**src/sv/xmbr_pkg.sv**
```systemverilog
// shared constants and types for the xmodem block receiver
package xmbr_pkg;

  localparam int PAYLOAD_BYTES     = 128;
  localparam int PAGE_BYTES_DEF    = 512;
  localparam int FRAME_BYTES       = PAYLOAD_BYTES + 4;
  localparam int ADDR_W            = 32;

  localparam logic [1:0] OP_BYTE    = 2'd0;
  localparam logic [1:0] OP_TIMEOUT = 2'd1;
  localparam logic [1:0] OP_READ    = 2'd2;

  localparam logic [7:0] CH_SOH = 8'h01;
  localparam logic [7:0] CH_EOT = 8'h04;
  localparam logic [7:0] CH_ACK = 8'h06;
  localparam logic [7:0] CH_NAK = 8'h15;
  localparam logic [7:0] CH_CAN = 8'h18;
  localparam logic [7:0] CH_NONE = 8'h00;
  localparam logic [7:0] SUM_FF  = 8'hFF;

  // result of one input word, minus the store read data
  typedef struct packed {
    logic              has_reply;
    logic [7:0]        reply_byte;
    logic              page_write;
    logic [ADDR_W-1:0] page_address;
    logic              session_done;
    logic              is_read;
  } xmbr_res_t;

endpackage

```
**src/sv/xmbr_store.sv**
```systemverilog
// page store: one write port, one read port, registered read data
module xmbr_store import xmbr_pkg::*; #(
  parameter int PAGE_BYTES = PAGE_BYTES_DEF,
  parameter int AW         = $clog2(PAGE_BYTES)
) (
  input  logic          clk,
  input  logic          wr_en,
  input  logic [AW-1:0] wr_addr,
  input  logic [7:0]    wr_data,
  input  logic          rd_en,
  input  logic [AW-1:0] rd_addr,
  output logic [7:0]    rd_data
);

  logic [7:0] mem [PAGE_BYTES];
  logic [7:0] rd_data_r;

  always_ff @(posedge clk) begin
    if (wr_en) begin
      mem[wr_addr] <= wr_data;
    end
    if (rd_en) begin
      rd_data_r <= mem[rd_addr];
    end
  end

  assign rd_data = rd_data_r;

endmodule

```
**src/sv/xmbr_ctrl.sv**
```systemverilog
// frame tracking, block checks, page slot bookkeeping and store write port
module xmbr_ctrl import xmbr_pkg::*; #(
  parameter int PAGE_BYTES = PAGE_BYTES_DEF,
  parameter int AW         = $clog2(PAGE_BYTES)
) (
  input  logic              clk,
  input  logic              rst_n,
  input  logic              go,
  input  logic [1:0]        operation,
  input  logic [7:0]        rx_byte,
  input  logic [ADDR_W-1:0] flash_base,
  output logic              res_valid,
  output xmbr_res_t         res,
  output logic              wr_en,
  output logic [AW-1:0]     wr_addr,
  output logic [7:0]        wr_data
);

  localparam int BPP_RAW = PAGE_BYTES / PAYLOAD_BYTES;
  localparam int BPP     = (BPP_RAW < 1) ? 1 : BPP_RAW;
  localparam int SW      = (BPP > 1) ? $clog2(BPP) : 1;
  localparam logic [SW-1:0] SLOT_LAST = SW'(BPP - 1);

  typedef enum logic [1:0] {
    PH_WAIT,
    PH_XFER,
    PH_DONE
  } phase_t;

  phase_t            phase_r,    phase_nxt;
  logic [7:0]        pos_r,      pos_nxt;
  logic [7:0]        lead_r,     lead_nxt;
  logic [7:0]        blk_r,      blk_nxt;
  logic [7:0]        comp_r,     comp_nxt;
  logic [7:0]        sum_r,      sum_nxt;
  logic [7:0]        expect_r,   expect_nxt;
  logic [SW-1:0]     slot_r,     slot_nxt;
  logic [ADDR_W-1:0] page_off_r, page_off_nxt;

  logic              close;
  logic              full;
  logic [7:0]        blk_sum;
  logic [ADDR_W-1:0] wa_full;
  logic              payload_pos;

  assign blk_sum     = blk_r + comp_r;
  assign payload_pos = (pos_r >= 8'd3) && (pos_r < 8'(FRAME_BYTES - 1));
  assign wa_full     = ADDR_W'(slot_r) * ADDR_W'(PAYLOAD_BYTES) + ADDR_W'(pos_r - 8'd3);

  assign wr_addr = wa_full[AW-1:0];
  assign wr_data = rx_byte;
  assign wr_en   = go && (operation == OP_BYTE) && (phase_r != PH_DONE) && payload_pos &&
                   (wa_full < ADDR_W'(PAGE_BYTES));

  always_comb begin
    phase_nxt    = phase_r;
    pos_nxt      = pos_r;
    lead_nxt     = lead_r;
    blk_nxt      = blk_r;
    comp_nxt     = comp_r;
    sum_nxt      = sum_r;
    expect_nxt   = expect_r;
    slot_nxt     = slot_r;
    page_off_nxt = page_off_r;
    res_valid    = 1'b0;
    res          = '0;
    close        = 1'b0;
    full         = 1'b0;

    if (go) begin
      if (operation == OP_READ) begin
        res_valid        = 1'b1;
        res.is_read      = 1'b1;
        res.session_done = (phase_r == PH_DONE);
      end else if (phase_r != PH_DONE) begin
        if (operation == OP_TIMEOUT) begin
          if (pos_r == 8'd0) begin
            if (phase_r == PH_WAIT) begin
              // start polling
              res_valid      = 1'b1;
              res.has_reply  = 1'b1;
              res.reply_byte = CH_NAK;
            end
          end else begin
            close = 1'b1;
          end
        end else if (operation == OP_BYTE) begin
          if (pos_r == 8'd0) begin
            lead_nxt = rx_byte;
          end else if (pos_r == 8'd1) begin
            blk_nxt = rx_byte;
          end else if (pos_r == 8'd2) begin
            comp_nxt = rx_byte;
          end else if (payload_pos) begin
            sum_nxt = sum_r + rx_byte;
          end
          if (pos_r == 8'(FRAME_BYTES - 1)) begin
            close = 1'b1;
            full  = 1'b1;
          end else begin
            pos_nxt = pos_r + 8'd1;
          end
        end
      end
    end

    if (close) begin
      res_valid      = 1'b1;
      res.has_reply  = 1'b1;
      res.reply_byte = CH_NAK;
      pos_nxt        = 8'd0;
      sum_nxt        = 8'd0;
      if (lead_r == CH_EOT || lead_r == CH_CAN) begin
        res.reply_byte = CH_ACK;
        phase_nxt      = PH_DONE;
        // flush the partial page
        if (slot_r != '0) begin
          res.page_write   = 1'b1;
          res.page_address = flash_base + page_off_r;
        end
      end else begin
        phase_nxt = PH_XFER;
        if (lead_r == CH_SOH && full) begin
          if (blk_sum != SUM_FF) begin
            res.reply_byte = CH_NAK;
          end else if (blk_r == expect_r - 8'd1) begin
            // repeat of the last block
            res.reply_byte = CH_ACK;
          end else if (blk_r != expect_r) begin
            res.reply_byte = CH_NAK;
          end else if (sum_r != rx_byte) begin
            res.reply_byte = CH_NAK;
          end else begin
            res.reply_byte = CH_ACK;
            expect_nxt     = expect_r + 8'd1;
            if (slot_r == SLOT_LAST) begin
              res.page_write   = 1'b1;
              res.page_address = flash_base + page_off_r;
              slot_nxt         = '0;
              page_off_nxt     = page_off_r + ADDR_W'(PAGE_BYTES);
            end else begin
              slot_nxt = slot_r + SW'(1);
            end
          end
        end
      end
    end

    if (res_valid && !res.is_read) begin
      res.session_done = (phase_nxt == PH_DONE);
    end
  end

  always_ff @(posedge clk) begin
    if (!rst_n) begin
      phase_r    <= PH_WAIT;
      pos_r      <= 8'd0;
      lead_r     <= 8'd0;
      blk_r      <= 8'd0;
      comp_r     <= 8'd0;
      sum_r      <= 8'd0;
      expect_r   <= 8'd1;
      slot_r     <= '0;
      page_off_r <= '0;
    end else begin
      phase_r    <= phase_nxt;
      pos_r      <= pos_nxt;
      lead_r     <= lead_nxt;
      blk_r      <= blk_nxt;
      comp_r     <= comp_nxt;
      sum_r      <= sum_nxt;
      expect_r   <= expect_nxt;
      slot_r     <= slot_nxt;
      page_off_r <= page_off_nxt;
    end
  end

endmodule

```
**src/sv/xmodem_block_receiver.sv**
```systemverilog
// xmodem checksum receiver top level: config register, result pipeline, store
//
//   channel | ports                                   | direction
//   --------+-----------------------------------------+----------
//   in      | in_valid in_stall in_operation ...      | to block
//   out     | out_valid out_stall out_has_reply ...   | from block
//   cfg     | cfg_we cfg_wdata (flash_base)           | to block
//
// one input word per cycle while in_stall is low; a result for an accepted word
// passes through the middle stage (control update and store read), then the output register
// the store read port latency sets the first stage; no result, no out word
// rst_n clears all control state; page store contents are undefined until written
// out_stall backs up through the middle stage into in_stall the same cycle
module xmodem_block_receiver import xmbr_pkg::*; #(
  parameter int PAGE_BYTES = PAGE_BYTES_DEF
) (
  input  logic              clk,
  input  logic              rst_n,
  input  logic              cfg_we,
  input  logic [ADDR_W-1:0] cfg_wdata,
  input  logic              in_valid,
  output logic              in_stall,
  input  logic [1:0]        in_operation,
  input  logic [7:0]        in_rx_byte,
  input  logic [8:0]        in_read_index,
  output logic              out_valid,
  input  logic              out_stall,
  output logic              out_has_reply,
  output logic [7:0]        out_reply_byte,
  output logic              out_page_write,
  output logic [ADDR_W-1:0] out_page_address,
  output logic              out_session_done,
  output logic [7:0]        out_read_byte
);

  localparam int AW = (PAGE_BYTES > 1) ? $clog2(PAGE_BYTES) : 1;

  logic [ADDR_W-1:0] flash_base_r;

  logic              go;
  logic              res_valid;
  xmbr_res_t         res;
  logic              wr_en;
  logic [AW-1:0]     wr_addr;
  logic [7:0]        wr_data;
  logic              rd_en;
  logic              rd_ok;
  logic [ADDR_W-1:0] idx_ext;
  logic [7:0]        rd_data;

  logic              s1_valid_r;
  xmbr_res_t         s1_res_r;
  logic              s1_rd_ok_r;
  logic              s1_adv;

  logic              out_valid_r;
  xmbr_res_t         out_res_r;
  logic [7:0]        out_rd_r;

  assign s1_adv   = !out_valid_r || !out_stall;
  assign in_stall = s1_valid_r && !s1_adv;
  assign go       = in_valid && !in_stall;

  assign idx_ext = ADDR_W'(in_read_index);
  assign rd_ok   = idx_ext < ADDR_W'(PAGE_BYTES);
  assign rd_en   = go && (in_operation == OP_READ) && rd_ok;

  always_ff @(posedge clk) begin
    if (!rst_n) begin
      flash_base_r <= '0;
    end else if (cfg_we) begin
      flash_base_r <= cfg_wdata;
    end
  end

  xmbr_ctrl #(
    .PAGE_BYTES (PAGE_BYTES),
    .AW         (AW)
  ) u_ctrl (
    .clk        (clk),
    .rst_n      (rst_n),
    .go         (go),
    .operation  (in_operation),
    .rx_byte    (in_rx_byte),
    .flash_base (flash_base_r),
    .res_valid  (res_valid),
    .res        (res),
    .wr_en      (wr_en),
    .wr_addr    (wr_addr),
    .wr_data    (wr_data)
  );

  xmbr_store #(
    .PAGE_BYTES (PAGE_BYTES),
    .AW         (AW)
  ) u_store (
    .clk     (clk),
    .wr_en   (wr_en),
    .wr_addr (wr_addr),
    .wr_data (wr_data),
    .rd_en   (rd_en),
    .rd_addr (idx_ext[AW-1:0]),
    .rd_data (rd_data)
  );

  // middle stage waits for the store read data; an empty middle stage
  // still takes a word while the output register is stalled
  always_ff @(posedge clk) begin
    if (!rst_n) begin
      s1_valid_r  <= 1'b0;
      out_valid_r <= 1'b0;
    end else begin
      if (s1_adv || !s1_valid_r) begin
        s1_valid_r <= go && res_valid;
      end
      if (s1_adv) begin
        out_valid_r <= s1_valid_r;
      end
    end
    if (go) begin
      s1_res_r   <= res;
      s1_rd_ok_r <= rd_ok;
    end
    if (s1_adv && s1_valid_r) begin
      out_res_r <= s1_res_r;
      out_rd_r  <= (s1_res_r.is_read && s1_rd_ok_r) ? rd_data : 8'd0;
    end
  end

  assign out_valid        = out_valid_r;
  assign out_has_reply    = out_res_r.has_reply;
  assign out_reply_byte   = out_res_r.reply_byte;
  assign out_page_write   = out_res_r.page_write;
  assign out_page_address = out_res_r.page_address;
  assign out_session_done = out_res_r.session_done;
  assign out_read_byte    = out_rd_r;

  a_flush_acked : assert property (@(posedge clk) disable iff (!rst_n)
    out_valid && out_page_write |-> out_has_reply && out_reply_byte == CH_ACK)
    else $error("page write without ack");

  a_reply_code : assert property (@(posedge clk) disable iff (!rst_n)
    out_valid && out_has_reply |-> out_reply_byte == CH_ACK || out_reply_byte == CH_NAK)
    else $error("reply byte is not ack or nak");

  a_read_quiet : assert property (@(posedge clk) disable iff (!rst_n)
    out_valid && out_read_byte != 8'd0 |-> !out_has_reply && !out_page_write)
    else $error("read result carries a reply");

  a_backpressure : assert property (@(posedge clk) disable iff (!rst_n)
    s1_valid_r && out_valid && out_stall |=> $stable(s1_res_r) && s1_valid_r)
    else $error("middle stage lost a word under stall");

endmodule

```
**config.mk**
```make
export PLATFORM = sky130hd
export DESIGN_NAME = xmodem_block_receiver
export DESIGN_NICKNAME = d
export VERILOG_FILES = /design/src/sv/xmbr_pkg.sv /design/src/sv/xmbr_store.sv /design/src/sv/xmbr_ctrl.sv /design/src/sv/xmodem_block_receiver.sv
export SDC_FILE = /design/constraint.sdc
export NUM_CORES = 2
export LEC_CHECK = 0
export BUFFER_PORTS_ARGS = -buffer_cell sky130_fd_sc_hd__buf_2
export CORE_UTILIZATION = 25
export DETAILED_ROUTE_END_ITERATION = 16
export GPL_TIMING_DRIVEN = 1
export SLEW_MARGIN = 40
export SYNTH_ARGS = -nofsm -noshare
export SYNTH_HDL_FRONTEND = slang
export SYNTH_SLANG_ARGS = --single-unit
```
**constraint.sdc**
```tcl
create_clock -name clk -period 4.7 [get_ports clk]
set_clock_uncertainty 0.1 [all_clocks]
set_input_delay 0.94 -clock clk [delete_from_list [all_inputs] [get_ports clk]]
set_output_delay 0.94 -clock clk [all_outputs]
set_load 0.005 [all_outputs]
```
==> results.toml <==
[drt]
vias_per_cell = 4.694
routedWlPerCell_um = 25.82
antenna_left = 0
drc = 0
drt-initial-drc-count = 10470
dr.pass1.iters = 6
drt-total-wl_um = 478400
via_count = 86990

[cells_and_area]
fin_cells = 18530
nets = 9366
final_core_util = 0.3033
layout-drive-gt1-share = 0.3304
layout_commonest_cell = "edfxtp_1"
layout_common_cells = "edfxtp_1, mux4_2, buf_4"
syn_to_final_growth_pct = 20.67

[clock_network]
cts_tree = "done"
cts-root-buf = "clkbuf_16"
cts-buffers-inserted = 434
clkLatencyLatePin_ns = 1.02
cts_sinks = 4296
clockBufferDepth = 4
path_clk_slew_ns = 0.06
cts_max_level = 5

[placed_design]
gp_congestion = 0.8323
preCtsSetupSlack_ns = -0.1975
placedCellCount = 17710
numPortBuffers = 104
hpwlAfterDp_um = 311600

[timing]
hold_violations = 0
fmax_mhz = 225.8
postLayoutSetupSlackWorst_ns = 0.2717
slew_headroom = 0.3554
finalCriticalPeriod_ns = 4.428
finalCritPeriodShare = 0.9422
rsz0062_at_grt = "false"
setup_viol = 0
tightest_slew_ns = 0.9595
final_max_slew_viol_count = 0

[setup_path]
startpoint_type = "flip-flop"
worstPathArrival_ns = 5.01
cp-end-kind = "flip-flop"
setup.worst_path.class = "reg2reg"
crit_fanout = 10
r2r_slack_ns = 0.27
required_ns = 5.28

[logic_synthesis]
synth_edf_count = 4187
ys_warn_count = 0
ys.flop_type = "edfxtp_1"
synth_top_cell_by_area = "edfxtp_1"
synth_cells = 7921
ys_seq_elements = 4296
ys_types = 79
yosysTopAreaCellShare = 0.7483
synth.area.top_cells = "edfxtp_1, mux4_2, nor2_1"
ys_seq_area_frac = 0.7613
syn_area_um2 = 168000
async_flop_share = 0
syn_avg_cell_area_um2 = 21.21

[floorplanning]
ios = 109
core_area_um2 = 668500
initial_core_util = 0.2513
rows = 300
die_h_um = 821.8
die-area_um2 = 675400
die_x_um = 821.8

[global_routing]
gr-usage-met3 = 0.02609
grt_pass1_wl_um = 672000
track_usage = 0.1363
grt_start_max_net_pins = 173
overflow = 0
met1_usage = 0.1877
met2_usage = 0.2184
busiest_layer = "met2"
antenna_found_initial = 36
grt_pass1_vias = 86750

[power]
power.total_mw = 80.14
max-vdd-ir-drop_uv = 329.6
p_leak_nw = 64.80
powerDensity_nw_per_um2 = 395.2

[hold_path]
hp-class = "in2reg"

[run_status]
status = "finished clean"

[flow_run]
drv_cap = 0
[where the power goes]
group | internal, mW | switching [mW]
clock | 19.1 | 14.8
combinational | 1.55 | 2.56
sequential | 42.0 | 0.0267
[metrics by stage]
stage	TNS [ns]	cell area [um^2]	hold slack, ns
2_1_floorplan	0	168000	0.3003
3_3_place_gp	-44.22	188500	0.3017
3_5_place_dp	-0.4026	188600	0.3045
4_1_cts	0	202500	0.0004872
5_1_grt	0	202800	0.07502
6_report	0	202800	0.08798
[sequential cells by signal (all words and copies together), names as in the netlist]
signal	cells
out_read_byte	8
out_page_write	1
u_ctrl.sum_r	8
u_ctrl.lead_r	8
out_valid	1
u_ctrl.blk_r	8
out_reply_byte	3
u_ctrl.expect_r	8
u_ctrl.slot_r	2
u_ctrl.comp_r	8
out_session_done	1
u_ctrl.pos_r	8
out_page_address	32
flash_base_r	32
u_store.mem	4096
u_ctrl.page_off_r	23
u_ctrl.phase_r	2
u_store.rd_data	8
s1_res_r	38
s1_valid_r	1
[per-layer routing]
layer  wire (um)  vias to the layer above
met1      196000                    46690
li1            -                    35650
met2      224700                     3930
met5          50                        -
met4       15920                        8
met3       41720                      706
[layout make-up]
class                   count  area, um^2
fillers                 64240      465800
clock buffers             534       11450
flip-flops and latches   4296      127900
repair buffers           1356       11980
diodes                      6       15.01
well taps                8909       11150
inverters                  43       161.4
multi-input cells        3120       37700
clock inverters           266        2395
[worst max-delay path, stage by stage, from the launching register on]
cell and delay [ns]:
dfxtp_1 0.32, nor4_2 0.30, and2_1 0.26, nand2_1 0.11, xnor2_1 0.20, ha_1 0.18
ha_1 0.15, a21oi_1 0.04, ha_1 0.29, nor4bb_1 0.26, nand3b_1 0.12, a2111oi_2 0.37
buf_4 0.20, and2_1 0.22, buf_12 0.15, nand2_4 0.15, buf_12 0.25, nor2_1 0.20
buf_4 0.22
[cell usage after synthesis (6+ instances only)]
master and count:
nor2b_1 20, inv_1 42, a22oi_1 41, nand4_1 31, xor2_1 30, a221oi_1 39, ha_1 56, nor4_1 21
o31ai_1 11, clkbuf_1 213, or4_1 15, or2_2 6, edfxtp_1 4187, dfxtp_1 109, o221ai_1 29, mux2_2 34
o32ai_1 8, a22o_1 13, a21o_1 14, a21oi_1 93, nand3b_1 6, a211oi_1 29, o21ai_0 81, and2_1 33
xnor2_1 36, o211ai_1 7, buf_2 106, nand3_1 39, buf_1 19, buf_4 85, a2111oi_0 15, mux2i_1 219
nor3_1 40, or3_1 14, a31oi_1 11, nor3b_1 10, buf_6 38, nand2_1 143, o22ai_1 52, mux4_2 1119
nand2b_1 20, and3_1 9, nor2_1 702
[worst paths after layout]
kind,startpoint,endpoint,cells past startpoint
max,u_ctrl.pos_r[2]$_SDFFE_PP0P_,u_store.mem[315][6]$_DFFE_PP_,18
min,cfg_wdata[8],flash_base_r[8]$_SDFFE_PN0P_,3
max reg2reg,u_ctrl.pos_r[2]$_SDFFE_PP0P_,u_store.mem[315][6]$_DFFE_PP_,18
min reg2reg,s1_res_r[29]$_SDFFCE_PN0P_,out_page_address[27]$_DFFE_PP_,0
[logic make-up after synthesis]
group,count (synthesis),synth area share
multiplexers,1372,0.1653
other,1,0.00002232
AND/OR/NAND/NOR,1133,0.02973
XOR/XNOR,66,0.003440
AO/OA/AOI/OAI,486,0.01968
buffers and inverters,508,0.01603
flip-flops,4296,0.7613
adder cells (fa/ha/maj),59,0.004527
[what timing repair did]
item	4_1_cts	5_1_grt
endpoints found under the hold margin	3	0
buffers inserted	0	0
hold buffers	3	0
endpoints found under the setup margin	7	0
resized for setup	1	0
Note: power is estimated with default switching activity, not from simulation.
